<file path="src/hw/rtl/wrs_pkg.sv">
// ============================================================================
// wrs_pkg
// Shared widths, constants, codes and control structs of the weighted
// reservoir sampler.
// ============================================================================
`default_nettype none

package wrs_pkg;

    localparam int WEIGHT_BITS   = 16;
    localparam int TOTAL_BITS    = 48;
    localparam int FRACTION_BITS = 32;

    // The divider works on the wider of the total and a Q1 fraction.
    localparam int DIV_BITS = (TOTAL_BITS > FRACTION_BITS) ? TOTAL_BITS : FRACTION_BITS + 1;
    localparam int DIV_CNT_BITS = $clog2(FRACTION_BITS + 1);

    localparam logic [63:0] LCG_MUL = 64'h9b60933458e17d7d;
    localparam logic [63:0] LCG_ADD = 64'hd737232eeccdf7ed;
    localparam logic [4:0]  LCG_SHIFT_BASE = 5'd29;
    localparam int          LCG_SHIFT_TOP  = 61;

    localparam logic [TOTAL_BITS-1:0]    TOTAL_MAX = {TOTAL_BITS{1'b1}};
    localparam logic [FRACTION_BITS:0]   VALUE_ONE = {1'b1, {FRACTION_BITS{1'b0}}};

    localparam int PADDR_BITS = 4;
    localparam int PDATA_BITS = 64;

    // Register index taken from paddr[3] (registers are 8 bytes apart).
    localparam logic REG_SEED_IDX = 1'b0;

    localparam logic CMD_BEGIN = 1'b0;
    localparam logic CMD_OFFER = 1'b1;

    typedef enum logic [2:0] {
        ST_IDLE,
        ST_GEN,
        ST_SUM,
        ST_DIV_VALUE,
        ST_PREP,
        ST_DIV_FRAC,
        ST_DONE
    } wrs_state_t;

    typedef struct packed {
        logic        load;
        logic [63:0] load_value;
        logic        start;
    } wrs_lcg_req_t;

    typedef struct packed {
        logic        done;
        logic [31:0] word;
    } wrs_lcg_rsp_t;

    typedef struct packed {
        logic                start;
        logic [DIV_BITS-1:0] num;
        logic [DIV_BITS-1:0] den;
    } wrs_div_req_t;

    typedef struct packed {
        logic                     done;
        logic [FRACTION_BITS-1:0] quotient;
    } wrs_div_rsp_t;

endpackage

`default_nettype wire

</file>
<file path="src/hw/rtl/wrs_item_if.sv">
// ============================================================================
// wrs_item_if
// Input channel of the sampler: one command and weight per beat.
// ============================================================================
`default_nettype none

interface wrs_item_if;
    logic                            valid;
    logic                            ready;
    logic                            command;
    logic [wrs_pkg::WEIGHT_BITS-1:0] weight;

    modport source (output valid, output command, output weight, input ready);
    modport sink   (input valid, input command, input weight, output ready);
endinterface

`default_nettype wire

</file>
<file path="src/hw/rtl/wrs_result_if.sv">
// ============================================================================
// wrs_result_if
// Result channel of the sampler: one selection flag and saturation flag per beat.
// ============================================================================
`default_nettype none

interface wrs_result_if;
    logic valid;
    logic ready;
    logic selected;
    logic total_saturated;

    modport source (output valid, output selected, output total_saturated, input ready);
    modport sink   (input valid, input selected, input total_saturated, output ready);
endinterface

`default_nettype wire

</file>
<file path="src/hw/rtl/wrs_lcg.sv">
// ============================================================================
// wrs_lcg
// 64-bit linear congruential generator stepped with one shared 32x32
// multiplier, with a state-dependent output shift.
// ============================================================================
`default_nettype none

module wrs_lcg (
    input  wire logic                  clk,
    input  wire logic                  rst_n,
    input  wire wrs_pkg::wrs_lcg_req_t req,
    output wrs_pkg::wrs_lcg_rsp_t      rsp
);

    logic [63:0] gen_state_reg;
    logic        busy_reg;
    logic [1:0]  phase_reg;
    logic        done_reg;
    logic [63:0] prod_reg;
    logic [63:0] acc_reg;
    logic [31:0] mul_a;
    logic [31:0] mul_b;
    logic [63:0] prod_next;
    logic [4:0]  shift_amt;
    logic [63:0] shifted;

    // Only the low 64 bits of state * multiplier are kept, so the
    // high-by-high partial product is never needed.
    always_comb
    begin
        case (phase_reg)
            2'd0:
            begin
                mul_a = gen_state_reg[31:0];
                mul_b = wrs_pkg::LCG_MUL[31:0];
            end
            2'd1:
            begin
                mul_a = gen_state_reg[31:0];
                mul_b = wrs_pkg::LCG_MUL[63:32];
            end
            default:
            begin
                mul_a = gen_state_reg[63:32];
                mul_b = wrs_pkg::LCG_MUL[31:0];
            end
        endcase
    end

    assign prod_next = {32'h0, mul_a} * {32'h0, mul_b};

    always_ff @(posedge clk or negedge rst_n)
    begin
        if (!rst_n)
        begin
            gen_state_reg <= '0;
            busy_reg      <= 1'b0;
            phase_reg     <= 2'd0;
            done_reg      <= 1'b0;
        end
        else
        begin
            done_reg <= 1'b0;
            if (req.load)
            begin
                gen_state_reg <= req.load_value;
            end
            if (req.start)
            begin
                busy_reg  <= 1'b1;
                phase_reg <= 2'd0;
            end
            else if (busy_reg)
            begin
                phase_reg <= phase_reg + 2'd1;
                if (phase_reg == 2'd3)
                begin
                    gen_state_reg <= acc_reg + {prod_reg[31:0], 32'h0};
                    busy_reg      <= 1'b0;
                    done_reg      <= 1'b1;
                end
            end
        end
    end

    always_ff @(posedge clk)
    begin
        prod_reg <= prod_next;
        if (busy_reg)
        begin
            case (phase_reg)
                2'd1:    acc_reg <= prod_reg + wrs_pkg::LCG_ADD;
                2'd2:    acc_reg <= acc_reg + {prod_reg[31:0], 32'h0};
                default: acc_reg <= acc_reg;
            endcase
        end
    end

    assign shift_amt = wrs_pkg::LCG_SHIFT_BASE
                       - {2'b00, gen_state_reg[63:wrs_pkg::LCG_SHIFT_TOP]};
    assign shifted   = gen_state_reg >> shift_amt;

    assign rsp.done = done_reg;
    assign rsp.word = shifted[31:0];

endmodule

`default_nettype wire

</file>
<file path="src/hw/rtl/wrs_divider.sv">
// ============================================================================
// wrs_divider
// Restoring fraction divider: floor(num * 2^FRACTION_BITS / den) for
// num < den, two quotient bits per cycle.
// ============================================================================
`default_nettype none

module wrs_divider (
    input  wire logic                  clk,
    input  wire logic                  rst_n,
    input  wire wrs_pkg::wrs_div_req_t req,
    output wrs_pkg::wrs_div_rsp_t      rsp
);

    localparam int DB = wrs_pkg::DIV_BITS;
    localparam int FB = wrs_pkg::FRACTION_BITS;
    localparam int CB = wrs_pkg::DIV_CNT_BITS;

    logic [CB-1:0] cnt_reg;
    logic          done_reg;
    logic [DB-1:0] rem_reg;
    logic [DB-1:0] den_reg;
    logic [FB-1:0] quo_reg;
    logic [DB:0]   r1;
    logic [DB:0]   r2;
    logic          ge1;
    logic          ge2;
    logic [DB-1:0] s1;
    logic [DB-1:0] s2;

    // The remainder stays below the divisor, so each doubled remainder
    // fits in one extra bit and each difference fits back in DB bits.
    always_comb
    begin
        r1  = {rem_reg, 1'b0};
        ge1 = r1 >= {1'b0, den_reg};
        s1  = ge1 ? DB'(r1 - {1'b0, den_reg}) : DB'(r1);
        r2  = {s1, 1'b0};
        ge2 = r2 >= {1'b0, den_reg};
        s2  = ge2 ? DB'(r2 - {1'b0, den_reg}) : DB'(r2);
    end

    always_ff @(posedge clk or negedge rst_n)
    begin
        if (!rst_n)
        begin
            cnt_reg  <= '0;
            done_reg <= 1'b0;
        end
        else
        begin
            done_reg <= 1'b0;
            if (req.start)
            begin
                cnt_reg <= CB'(FB);
            end
            else if (cnt_reg == CB'(1))
            begin
                cnt_reg  <= '0;
                done_reg <= 1'b1;
            end
            else if (cnt_reg != '0)
            begin
                cnt_reg <= cnt_reg - CB'(2);
                if (cnt_reg == CB'(2))
                begin
                    done_reg <= 1'b1;
                end
            end
        end
    end

    always_ff @(posedge clk)
    begin
        if (req.start)
        begin
            rem_reg <= req.num;
            den_reg <= req.den;
            quo_reg <= '0;
        end
        else if (cnt_reg == CB'(1))
        begin
            rem_reg <= s1;
            quo_reg <= {quo_reg[FB-2:0], ge1};
        end
        else if (cnt_reg != '0)
        begin
            rem_reg <= s2;
            quo_reg <= {quo_reg[FB-3:0], ge1, ge2};
        end
    end

    assign rsp.done     = done_reg;
    assign rsp.quotient = quo_reg;

endmodule

`default_nettype wire

</file>
<file path="src/hw/rtl/weighted_reservoir_sampler_core.sv">
// ============================================================================
// weighted_reservoir_sampler_core
// Single-draw weighted reservoir sampler with an internal LCG and an
// iterative divider under a small sequencer.
// ============================================================================
// Usage: items carries one command per beat (begin or offer with a weight);
// results returns exactly one beat per item: selected and total_saturated.
// A begin steps the generator with a shared 32x32 multiplier and gives its
// result once the generator is done.
// An offer adds the weight to the running total, then runs the two-bit-per-
// cycle divider twice (value = weight / total, then the fraction rescale);
// when the total is zero or the weight covers it, the value is set directly
// and only the rescale division runs.
// Items are taken one at a time: ready is high only while the sequencer is
// idle, which it re-enters as the previous result is loaded for output.
// The result sits in an output register; a new item is accepted while it
// waits, and a later result holds in the sequencer until it is taken.
// The seed register (APB, address 0) loads the generator when written.
// Reset clears the seed, generator, weight total and fraction to zero.
// ============================================================================
`default_nettype none

module weighted_reservoir_sampler_core (
    input  wire logic                            clk,
    input  wire logic                            rst_n,
    wrs_item_if.sink                             items,
    wrs_result_if.source                         results,
    input  wire logic                            psel,
    input  wire logic                            penable,
    input  wire logic                            pwrite,
    input  wire logic [wrs_pkg::PADDR_BITS-1:0]  paddr,
    input  wire logic [wrs_pkg::PDATA_BITS-1:0]  pwdata,
    output logic      [wrs_pkg::PDATA_BITS-1:0]  prdata,
    output logic                                 pready
);

    localparam int TB = wrs_pkg::TOTAL_BITS;
    localparam int FB = wrs_pkg::FRACTION_BITS;
    localparam int WB = wrs_pkg::WEIGHT_BITS;
    localparam int DB = wrs_pkg::DIV_BITS;

    wrs_pkg::wrs_state_t   state_reg, state_next;
    wrs_pkg::wrs_lcg_req_t lcg_req;
    wrs_pkg::wrs_lcg_rsp_t lcg_rsp;
    wrs_pkg::wrs_div_req_t div_req;
    wrs_pkg::wrs_div_rsp_t div_rsp;

    logic [63:0]   seed_reg;
    logic [TB-1:0] total_reg, total_next;
    logic [FB-1:0] frac_reg, frac_next;
    logic [FB:0]   value_reg, value_next;
    logic [WB-1:0] weight_reg, weight_next;
    logic          sel_reg, sel_next;
    logic          res_sel_reg, res_sel_next;
    logic          res_sat_reg, res_sat_next;
    logic          out_valid_reg;
    logic          out_sel_reg;
    logic          out_sat_reg;
    logic          out_load;
    logic          item_accept;
    logic          cfg_write;
    logic [TB:0]   sum;
    logic [FB:0]   frac_diff;

    assign pready      = 1'b1;
    assign cfg_write   = psel && penable && pwrite;
    assign prdata      = (paddr[3] == wrs_pkg::REG_SEED_IDX) ? seed_reg : '0;
    assign items.ready = (state_reg == wrs_pkg::ST_IDLE);
    assign item_accept = items.valid && items.ready;

    assign sum       = {1'b0, total_reg} + (TB + 1)'(weight_reg);
    assign frac_diff = {1'b0, frac_reg} - value_reg;

    always_comb
    begin
        state_next   = state_reg;
        total_next   = total_reg;
        frac_next    = frac_reg;
        value_next   = value_reg;
        weight_next  = weight_reg;
        sel_next     = sel_reg;
        res_sel_next = res_sel_reg;
        res_sat_next = res_sat_reg;
        out_load     = 1'b0;

        lcg_req.load       = cfg_write && (paddr[3] == wrs_pkg::REG_SEED_IDX);
        lcg_req.load_value = pwdata;
        lcg_req.start      = 1'b0;
        div_req.start      = 1'b0;
        div_req.num        = '0;
        div_req.den        = '0;

        unique case (state_reg)
            wrs_pkg::ST_IDLE:
            begin
                if (item_accept)
                begin
                    weight_next = items.weight;
                    if (items.command == wrs_pkg::CMD_BEGIN)
                    begin
                        lcg_req.start = 1'b1;
                        total_next    = '0;
                        state_next    = wrs_pkg::ST_GEN;
                    end
                    else
                    begin
                        state_next = wrs_pkg::ST_SUM;
                    end
                end
            end
            wrs_pkg::ST_GEN:
            begin
                if (lcg_rsp.done)
                begin
                    frac_next    = lcg_rsp.word[31 -: FB];
                    res_sel_next = 1'b0;
                    res_sat_next = 1'b0;
                    state_next   = wrs_pkg::ST_DONE;
                end
            end
            wrs_pkg::ST_SUM:
            begin
                // A carry out of the add means the total has saturated.
                total_next = sum[TB] ? wrs_pkg::TOTAL_MAX : sum[TB-1:0];
                if (total_next == '0)
                begin
                    value_next = '0;
                    state_next = wrs_pkg::ST_PREP;
                end
                else if (TB'(weight_reg) >= total_next)
                begin
                    value_next = wrs_pkg::VALUE_ONE;
                    state_next = wrs_pkg::ST_PREP;
                end
                else
                begin
                    div_req.start = 1'b1;
                    div_req.num   = DB'(weight_reg);
                    div_req.den   = DB'(total_next);
                    state_next    = wrs_pkg::ST_DIV_VALUE;
                end
            end
            wrs_pkg::ST_DIV_VALUE:
            begin
                if (div_rsp.done)
                begin
                    value_next = {1'b0, div_rsp.quotient};
                    state_next = wrs_pkg::ST_PREP;
                end
            end
            wrs_pkg::ST_PREP:
            begin
                div_req.start = 1'b1;
                if ({1'b0, frac_reg} < value_reg)
                begin
                    sel_next    = 1'b1;
                    div_req.num = DB'(frac_reg);
                    div_req.den = DB'(value_reg);
                end
                else
                begin
                    sel_next    = 1'b0;
                    div_req.num = DB'(frac_diff);
                    div_req.den = DB'(wrs_pkg::VALUE_ONE - value_reg);
                end
                state_next = wrs_pkg::ST_DIV_FRAC;
            end
            wrs_pkg::ST_DIV_FRAC:
            begin
                if (div_rsp.done)
                begin
                    frac_next    = div_rsp.quotient;
                    res_sel_next = sel_reg;
                    res_sat_next = (total_reg == wrs_pkg::TOTAL_MAX);
                    state_next   = wrs_pkg::ST_DONE;
                end
            end
            wrs_pkg::ST_DONE:
            begin
                // Hold until the output register is free or being emptied.
                if (!out_valid_reg || results.ready)
                begin
                    out_load   = 1'b1;
                    state_next = wrs_pkg::ST_IDLE;
                end
            end
            default:
            begin
                state_next = wrs_pkg::ST_IDLE;
            end
        endcase
    end

    always_ff @(posedge clk or negedge rst_n)
    begin
        if (!rst_n)
        begin
            state_reg     <= wrs_pkg::ST_IDLE;
            seed_reg      <= '0;
            total_reg     <= '0;
            frac_reg      <= '0;
            out_valid_reg <= 1'b0;
        end
        else
        begin
            state_reg <= state_next;
            total_reg <= total_next;
            frac_reg  <= frac_next;
            if (lcg_req.load)
            begin
                seed_reg <= pwdata;
            end
            if (out_load)
            begin
                out_valid_reg <= 1'b1;
            end
            else if (results.ready)
            begin
                out_valid_reg <= 1'b0;
            end
        end
    end

    always_ff @(posedge clk)
    begin
        value_reg   <= value_next;
        weight_reg  <= weight_next;
        sel_reg     <= sel_next;
        res_sel_reg <= res_sel_next;
        res_sat_reg <= res_sat_next;
        if (out_load)
        begin
            out_sel_reg <= res_sel_reg;
            out_sat_reg <= res_sat_reg;
        end
    end

    assign results.valid           = out_valid_reg;
    assign results.selected        = out_sel_reg;
    assign results.total_saturated = out_sat_reg;

    wrs_lcg u_lcg (
        .clk   (clk),
        .rst_n (rst_n),
        .req   (lcg_req),
        .rsp   (lcg_rsp)
    );

    wrs_divider u_divider (
        .clk   (clk),
        .rst_n (rst_n),
        .req   (div_req),
        .rsp   (div_rsp)
    );

endmodule

`default_nettype wire
</file>
<file path="src/flat_wrapper.sv">
// flat-port wrapper written by rule: the top's interface ports become plain ports
module weighted_reservoir_sampler_core_flat 
  (clk, rst_n, psel, penable, pwrite, paddr, pwdata, prdata, pready, items_valid, items_command, items_weight, items_ready, results_valid, results_selected, results_total_saturated, results_ready);
  wrs_item_if items_i ();
  wrs_result_if results_i ();
  input  wire logic clk;
  input  wire logic rst_n;
  input  wire logic psel;
  input  wire logic penable;
  input  wire logic pwrite;
  input  wire logic [wrs_pkg::PADDR_BITS-1:0] paddr;
  input  wire logic [wrs_pkg::PDATA_BITS-1:0] pwdata;
  output logic      [wrs_pkg::PDATA_BITS-1:0] prdata;
  output logic pready;
  input wire logic [$bits(items_i.valid)-1:0] items_valid;
  input wire logic [$bits(items_i.command)-1:0] items_command;
  input wire logic [$bits(items_i.weight)-1:0] items_weight;
  output wire logic [$bits(items_i.ready)-1:0] items_ready;
  output wire logic [$bits(results_i.valid)-1:0] results_valid;
  output wire logic [$bits(results_i.selected)-1:0] results_selected;
  output wire logic [$bits(results_i.total_saturated)-1:0] results_total_saturated;
  input wire logic [$bits(results_i.ready)-1:0] results_ready;
  assign items_i.valid = items_valid;
  assign items_i.command = items_command;
  assign items_i.weight = items_weight;
  assign items_ready = items_i.ready;
  assign results_valid = results_i.valid;
  assign results_selected = results_i.selected;
  assign results_total_saturated = results_i.total_saturated;
  assign results_i.ready = results_ready;
  weighted_reservoir_sampler_core u_core (.clk(clk), .rst_n(rst_n), .items(items_i), .results(results_i), .psel(psel), .penable(penable), .pwrite(pwrite), .paddr(paddr), .pwdata(pwdata), .prdata(prdata), .pready(pready));
endmodule
</file>
<file path="config.mk">
export PLATFORM = sky130hd
export DESIGN_NAME = weighted_reservoir_sampler_core_flat
export DESIGN_NICKNAME = d
export VERILOG_FILES = /design/src/hw/rtl/wrs_pkg.sv /design/src/hw/rtl/wrs_item_if.sv /design/src/hw/rtl/wrs_result_if.sv /design/src/hw/rtl/wrs_lcg.sv /design/src/hw/rtl/wrs_divider.sv /design/src/hw/rtl/weighted_reservoir_sampler_core.sv /design/src/flat_wrapper.sv
export SDC_FILE = /design/constraint.sdc
export NUM_CORES = 2
export LEC_CHECK = 0
export BUFFER_PORTS_ARGS = -buffer_cell sky130_fd_sc_hd__buf_2
export CORE_MARGIN = 3
export CORE_UTILIZATION = 29
export CTS_BUF_LIST = sky130_fd_sc_hd__clkbuf_8 sky130_fd_sc_hd__clkbuf_16
export DETAILED_ROUTE_END_ITERATION = 8
export PLACE_DENSITY = 0.53
export SLEW_MARGIN = 20
export SYNTH_ARGS = -nofsm -noshare
export SYNTH_HDL_FRONTEND = slang
export SYNTH_HIERARCHICAL = 1
export SYNTH_SLANG_ARGS = --single-unit
export TNS_END_PERCENT = 20
</file>
<file path="constraint.sdc">
create_clock -name clk -period 9.4 [get_ports clk]
set_input_delay 1.88 -clock clk [delete_from_list [all_inputs] [get_ports clk]]
set_output_delay 1.88 -clock clk [all_outputs]
set_load 0.1 [all_outputs]
</file>
# Word-level counts from Yosys, hierarchy flattened
# Cells that the tools add are included.
[totals] wordCells=151 reg_bits=533 output_inout_bits=69
[op_classes] reduce_logical=25 muxes=67 multipliers=1 n_bitwise=1 shift=1 n_lt_le_gt_ge=4 n_eq_ne=19 addsub=10
[op_table] cell="48-bit two-way mux" count=8
[op_table] cell="64-bit two-way mux" count=5
[op_table] cell="97-bit two-way mux" count=2
[op_table] cell="97-bit case mux with 2 select lines" count=1
[op_table] cell="32-bit two-way mux" count=6
[op_table] cell="64-bit case mux with 2 select lines" count=1
[op_table] cell="33-bit two-way mux" count=3
[op_table] cell="49-bit by 48-bit >= comparator with 1-bit output" count=2
[op_table] cell="48-bit case mux with 2 select lines" count=1
[op_table] cell="48-bit subtractor" count=2
[op_table] cell="81-bit two-way mux" count=1
[op_table] cell="33-bit case mux with 2 select lines" count=1
[op_table] cell="64-bit adder" count=1
[op_table] cell="64-bit adder (second input constant)" count=1
[op_table] cell="32-bit by 32-bit multiplier with 64-bit output" count=1
[op_table] cell="32-bit case mux with 2 select lines" count=1
[op_table] cell="64-bit by 5-bit >> shifter with 32-bit output" count=1
[op_table] cell="48-bit by 16-bit adder with 49-bit output" count=1
[op_table] cell="48-bit equality test (second input constant)" count=1
[op_table] cell="16-bit by 48-bit >= comparator with 1-bit output" count=1
[op_table] cell="48-bit zero test" count=1
[op_table] cell="33-bit by 33-bit subtractor with 34-bit output (first input constant)" count=1
[op_table] cell="32-bit by 33-bit < comparator with 1-bit output" count=1
[op_table] cell="32-bit by 33-bit subtractor with 33-bit output" count=1
[op_table] cell="32 further kinds" count=83

# Logic depth before layout (Yosys ltp)
[logic_depth] depth_word=7 depth_mapped=36 ltp_nobuf=34

# By module
# Netlist, hierarchy kept.
[modules_own_cells] mod="wrs_lcg" cells_per_inst=3811 area_per_inst_um2=36009.5 seq_area_each_um2=4904.7 instances=1
[modules_own_cells] mod="weighted_reservoir_sampler_core" cells_per_inst=1718 area_per_inst_um2=14178.6 seq_area_each_um2=5325.1 instances=1
[modules_own_cells] mod="wrs_divider" cells_per_inst=1408 area_per_inst_um2=11421.0 seq_area_each_um2=3673.5 instances=1

# Least setup slack after synthesis
# OpenSTA, ideal clock, no wires.
[synth_timing] path_type="register to register" from="reg u_core.u_lcg.phase_reg[0]" to="reg u_core.u_lcg.prod_reg[59]" setup_time_ns=0.072 stages_incl_launch_ff=30 setup_slack_ns=0.224 arrival_ns=9.104 n_path_buf=3 synth_period_minus_slack_ns=9.176 path_cell_list="dfrtp_1 ha_1 nor2_1 clkbuf_1 clkbuf_1 mux2i_1 nor2_1 or2_2 ha_1 inv_1 fa_1 fa_1 fa_1 inv_1 fa_1 fa_1 fa_1 inv_1 fa_1 inv_1 ha_1 clkbuf_1 nand4_1 or3_1 nor4_1 o311ai_0 a21oi_1 a21oi_1 o21ai_0 xnor2_1"
[synth_via] elab_chain_len=4 word_cells_on_any_way=6 cone_classes="mul (1); eq/ne (1); mux (2); reduce/logical (2)"
[synth_lines] item="start: declaration" line="wrs_lcg.sv:17" source="logic [1:0] phase_reg;"
[synth_lines] item="start signal: assignment" line="wrs_lcg.sv:75" source="phase_reg <= phase_reg + 2'd1;"
[synth_lines] item="2-bit by 1-bit equality test with 1-bit output or 2-bit zero test (tied branches)" line="wrs_lcg.sv:31" source="case (phase_reg)"
[synth_lines] item="2-bit OR reduction (no line)"
[synth_lines] item="32-bit two-way mux" line="wrs_lcg.sv:31"
[synth_lines] item="32-bit by 32-bit multiplier with 64-bit output *" line="wrs_lcg.sv:50" source="assign prod_next = {32'h0, mul_a} * {32'h0, mul_b};"
[synth_lines] item="via u_core.u_lcg.prod_next[59]" line="wrs_lcg.sv:23" source="logic [63:0] prod_next;"
[synth_lines] item="end signal: assignment" line="wrs_lcg.sv:88" source="prod_reg <= prod_next;"
[synth_lines] item="end: declaration" line="wrs_lcg.sv:19" source="logic [63:0] prod_reg;"
# The timed path passes the listed nets; every way through them passes the cells marked *.
# A chain may end at the register's enable or synchronous reset.

# Worst setup path in the final report
[layout_timing] from="reg u_core.u_lcg.phase_reg[0]" to="reg u_core.u_lcg.prod_reg[51]"
# The elaborated chain is that of the path after synthesis.

==> reports/results.txt <==
Status - finished, final reports clean
Arrival @ worst endpoint - 9.74 ns
Clk_lat worst skew - 0.74 ns
Post-Synth Adder-Cell Area - 31.4%
Main combinational cell family by area after synthesis - adder cells
Rel. slew slack - 19.8%
First-pass GRT wire length - 322,000 um
Register Area - 0.0139 mm^2
Final worst-path cycle share - 97.0%
Die Width - 467 um
Simple-Gate Fraction of Synth Area - 13.8%
Syn. warnings - 6
H-tree levels - 2
DR vias/cell - 4.99
Number of synthesized flops with an enable pin - 214
Synth Instances - 6,937
Cell area after synthesis - 0.0616 mm^2
Synthesized area per cell - 8.88 um^2
RSZ-0062 raised after global routing - no
# setup viols final - 0
Final min period - 9.12 ns
Multiplexer share of the synthesized area - 4.58%
PortBufs - 156
Gpl congestion - 0.943
Vias in the first global route - 50,600
Share of layout cells above drive strength 1 - 8.27%
DRT antenna net count - 0
Drt first-iter violations - 3,737
Post-route DRC - 0
Startpoint types - register
Worst endpoint required time - 10.03 ns
Setup TNS - 0 ns
Drt pass-1 iters - 6
Dominant synthesized flop cell - dfrtp_1
Synth cell types - 115
TritonCTS Buffers - 61
Max Cap Violations - 0
Die height - 467 um
# hold bufs at CTS - 0
GRT overflow - 0
Worst slew pin tran - 1.19 ns
Post-synthesis compound-gate area fraction - 14.5%
CTS tree - built
Cell row count - 168
Critical Path Sink Type - register
Core footprint - 0.210 mm^2
Final slew viol count - 0
Final Hold Viols - 0
Longest Clk Path Bufs - 3
Synthesis-to-finish area growth - 10.8%
Commonest non-fill, non-tap cell in the layout - inv_1
Sequential area share after synthesis - 22.6%
Starting Density - 29.3%
Final Net Count - 8,338
Hold path cells - 2
Xor and xnor area share after synthesis - 4.63%
Die Area - 0.218 mm^2
Crit Path Max Fanout - 7
# fillers - 22,000
CP peak stage delay - 0.71 ns
Largest net degree at the start of global routing - 129
Register-to-Register Path Depth - 30
Initial antenna violation count - 6
Family with the most delay on the worst path - adder cells
Vias post-DR - 49,400
Min-Delay Path Class - reg -> reg
WL final - 215,000 um
Critical Path Stages - 30
Peak Freq - 110 MHz
Clock Skew - 0.0827 ns
CTS root buffer - clkbuf_16
Clock slew at reported path FFs - 0.06 ns
Most common cell on crit path - fa_1
Synth async-reset ratio - 41.7%
R2R setup slack - 0.28 ns
WP buf/inv - 9
CP max-delay cell - nor2_1
WL/cell - 21.7 um
#FFs+latches synth - 532
Total track usage - 19.4%
Ports - 161
Multi-input gate area - 0.0427 mm^2
Commonest non-fill, non-tap cells in the layout - inv_1, nand2_1, ha_1, fa_1, a21oi_1
DP HPWL - 179,000 um
Num Clock Sinks - 532
Setup CP Type - reg -> reg
## routing by layer
metal	GRT usage, %	routed length [um]
met1	24.1	89400
met2	34.0	106000
met3	2.08	9260
met4	8.20	10900
met5	0	0
## metrics by stage
stage	area, um^2	hold WS, ns	worst slack (ns)	cells	util (%)
2_1_floorplan	61800	0.400	0.224	6975	-
3_3_place_gp	66100	0.421	0.119	9773	31.4
3_5_place_dp	66100	0.418	0.0671	9773	31.4
4_1_cts	68200	0.401	0.0113	9889	32.4
5_1_grt	68200	0.411	0.00472	9890	32.4
6_report	68200	0.395	0.282	9892	32.4
## path summary, 6_finish.rpt
check                                                            from                                        to
worst max-delay path            u_core/u_lcg/phase_reg[0]$_DFFE_PN0P_         u_core/u_lcg/prod_reg[51]$_DFF_P_
worst max register to register  u_core/u_lcg/phase_reg[0]$_DFFE_PN0P_         u_core/u_lcg/prod_reg[51]$_DFF_P_
worst min-delay path               u_core/u_lcg/acc_reg[19]$_DFFE_PP_  u_core/u_lcg/gen_state_reg[19]$_DFF_PN0_
max in group asynchronous                                       rst_n           u_core/seed_reg[63]$_DFFE_PN0P_
min in group asynchronous                                       rst_n          u_core/total_reg[45]$_DFFE_PN0P_
worst min register to register     u_core/u_lcg/acc_reg[19]$_DFFE_PP_  u_core/u_lcg/gen_state_reg[19]$_DFF_PN0_
## tightest hold or removal path: stages, from the launching register on
cell and delay [ns]:
edfxtp_1 0.32, nand2_1 0.04, o21ai_0 0.06
## final cells by class
class                   count  share of cell area (%)
multi-input cells        5083                    62.6
diodes                      2                 0.00733
clock buffers              76                    2.61
inverters                1034                    5.70
clock inverters            40                   0.468
well taps                2805                    5.14
flip-flops and latches    532                    20.4
repair buffers            320                    3.05
## timing repair
| item | 4_1_cts | 5_1_grt |
|---|---|---|
| setup buffers | 0 | 1 |
| setup endpoints to repair | 0 | 16 |
| gates resized for setup | 0 | 10 |
## cell families (layout without fill, tap and decap cells)
family	count (synthesis)	in the layout
fa+ha+maj	1215	1215
other cells	4	44
flops	532	532
buf+inv	1360	1470
simple gates	1831	1831
compound gates	1419	1419
xor+xnor	326	326
mux	250	250
## cell usage after synthesis, drive strengths merged, types with 11 or more instances
master | number | area share, %
nand2b | 28 | 0.28
o21a | 40 | 0.49
o211ai | 33 | 0.40
o22ai | 72 | 0.73
ha | 662 | 13
buf | 76 | 0.65
o41ai | 11 | 0.21
mux4 | 23 | 0.84
nand3b | 11 | 0.13
o31ai | 37 | 0.47
or2 | 36 | 0.37
and4 | 13 | 0.19
a21oi | 416 | 3.4
edfxtp | 214 | 10
nand4 | 77 | 0.79
and2 | 68 | 0.69
nor3 | 85 | 0.73
xnor2 | 230 | 3.3
and3 | 37 | 0.38
a21boi | 13 | 0.16
nor2b | 120 | 1.2
xor2 | 96 | 1.4
o21ai | 378 | 3.1
o21bai | 47 | 0.57
mux2 | 27 | 0.49
nor4 | 35 | 0.41
mux2i | 200 | 3.2
inv | 1024 | 6.2
nand2 | 783 | 4.8
nand3 | 95 | 0.79
o221ai | 11 | 0.16
a211oi | 62 | 0.77
a31oi | 45 | 0.48
clkbuf | 250 | 1.5
dfrtp | 222 | 9.0
or3 | 26 | 0.28
dfxtp | 96 | 3.1
nor2 | 381 | 2.3
fa | 552 | 18
a21o | 131 | 1.6
Power is not shown: default switching activity piles up to over one toggle a cycle in this logic, so the estimate is an artifact.
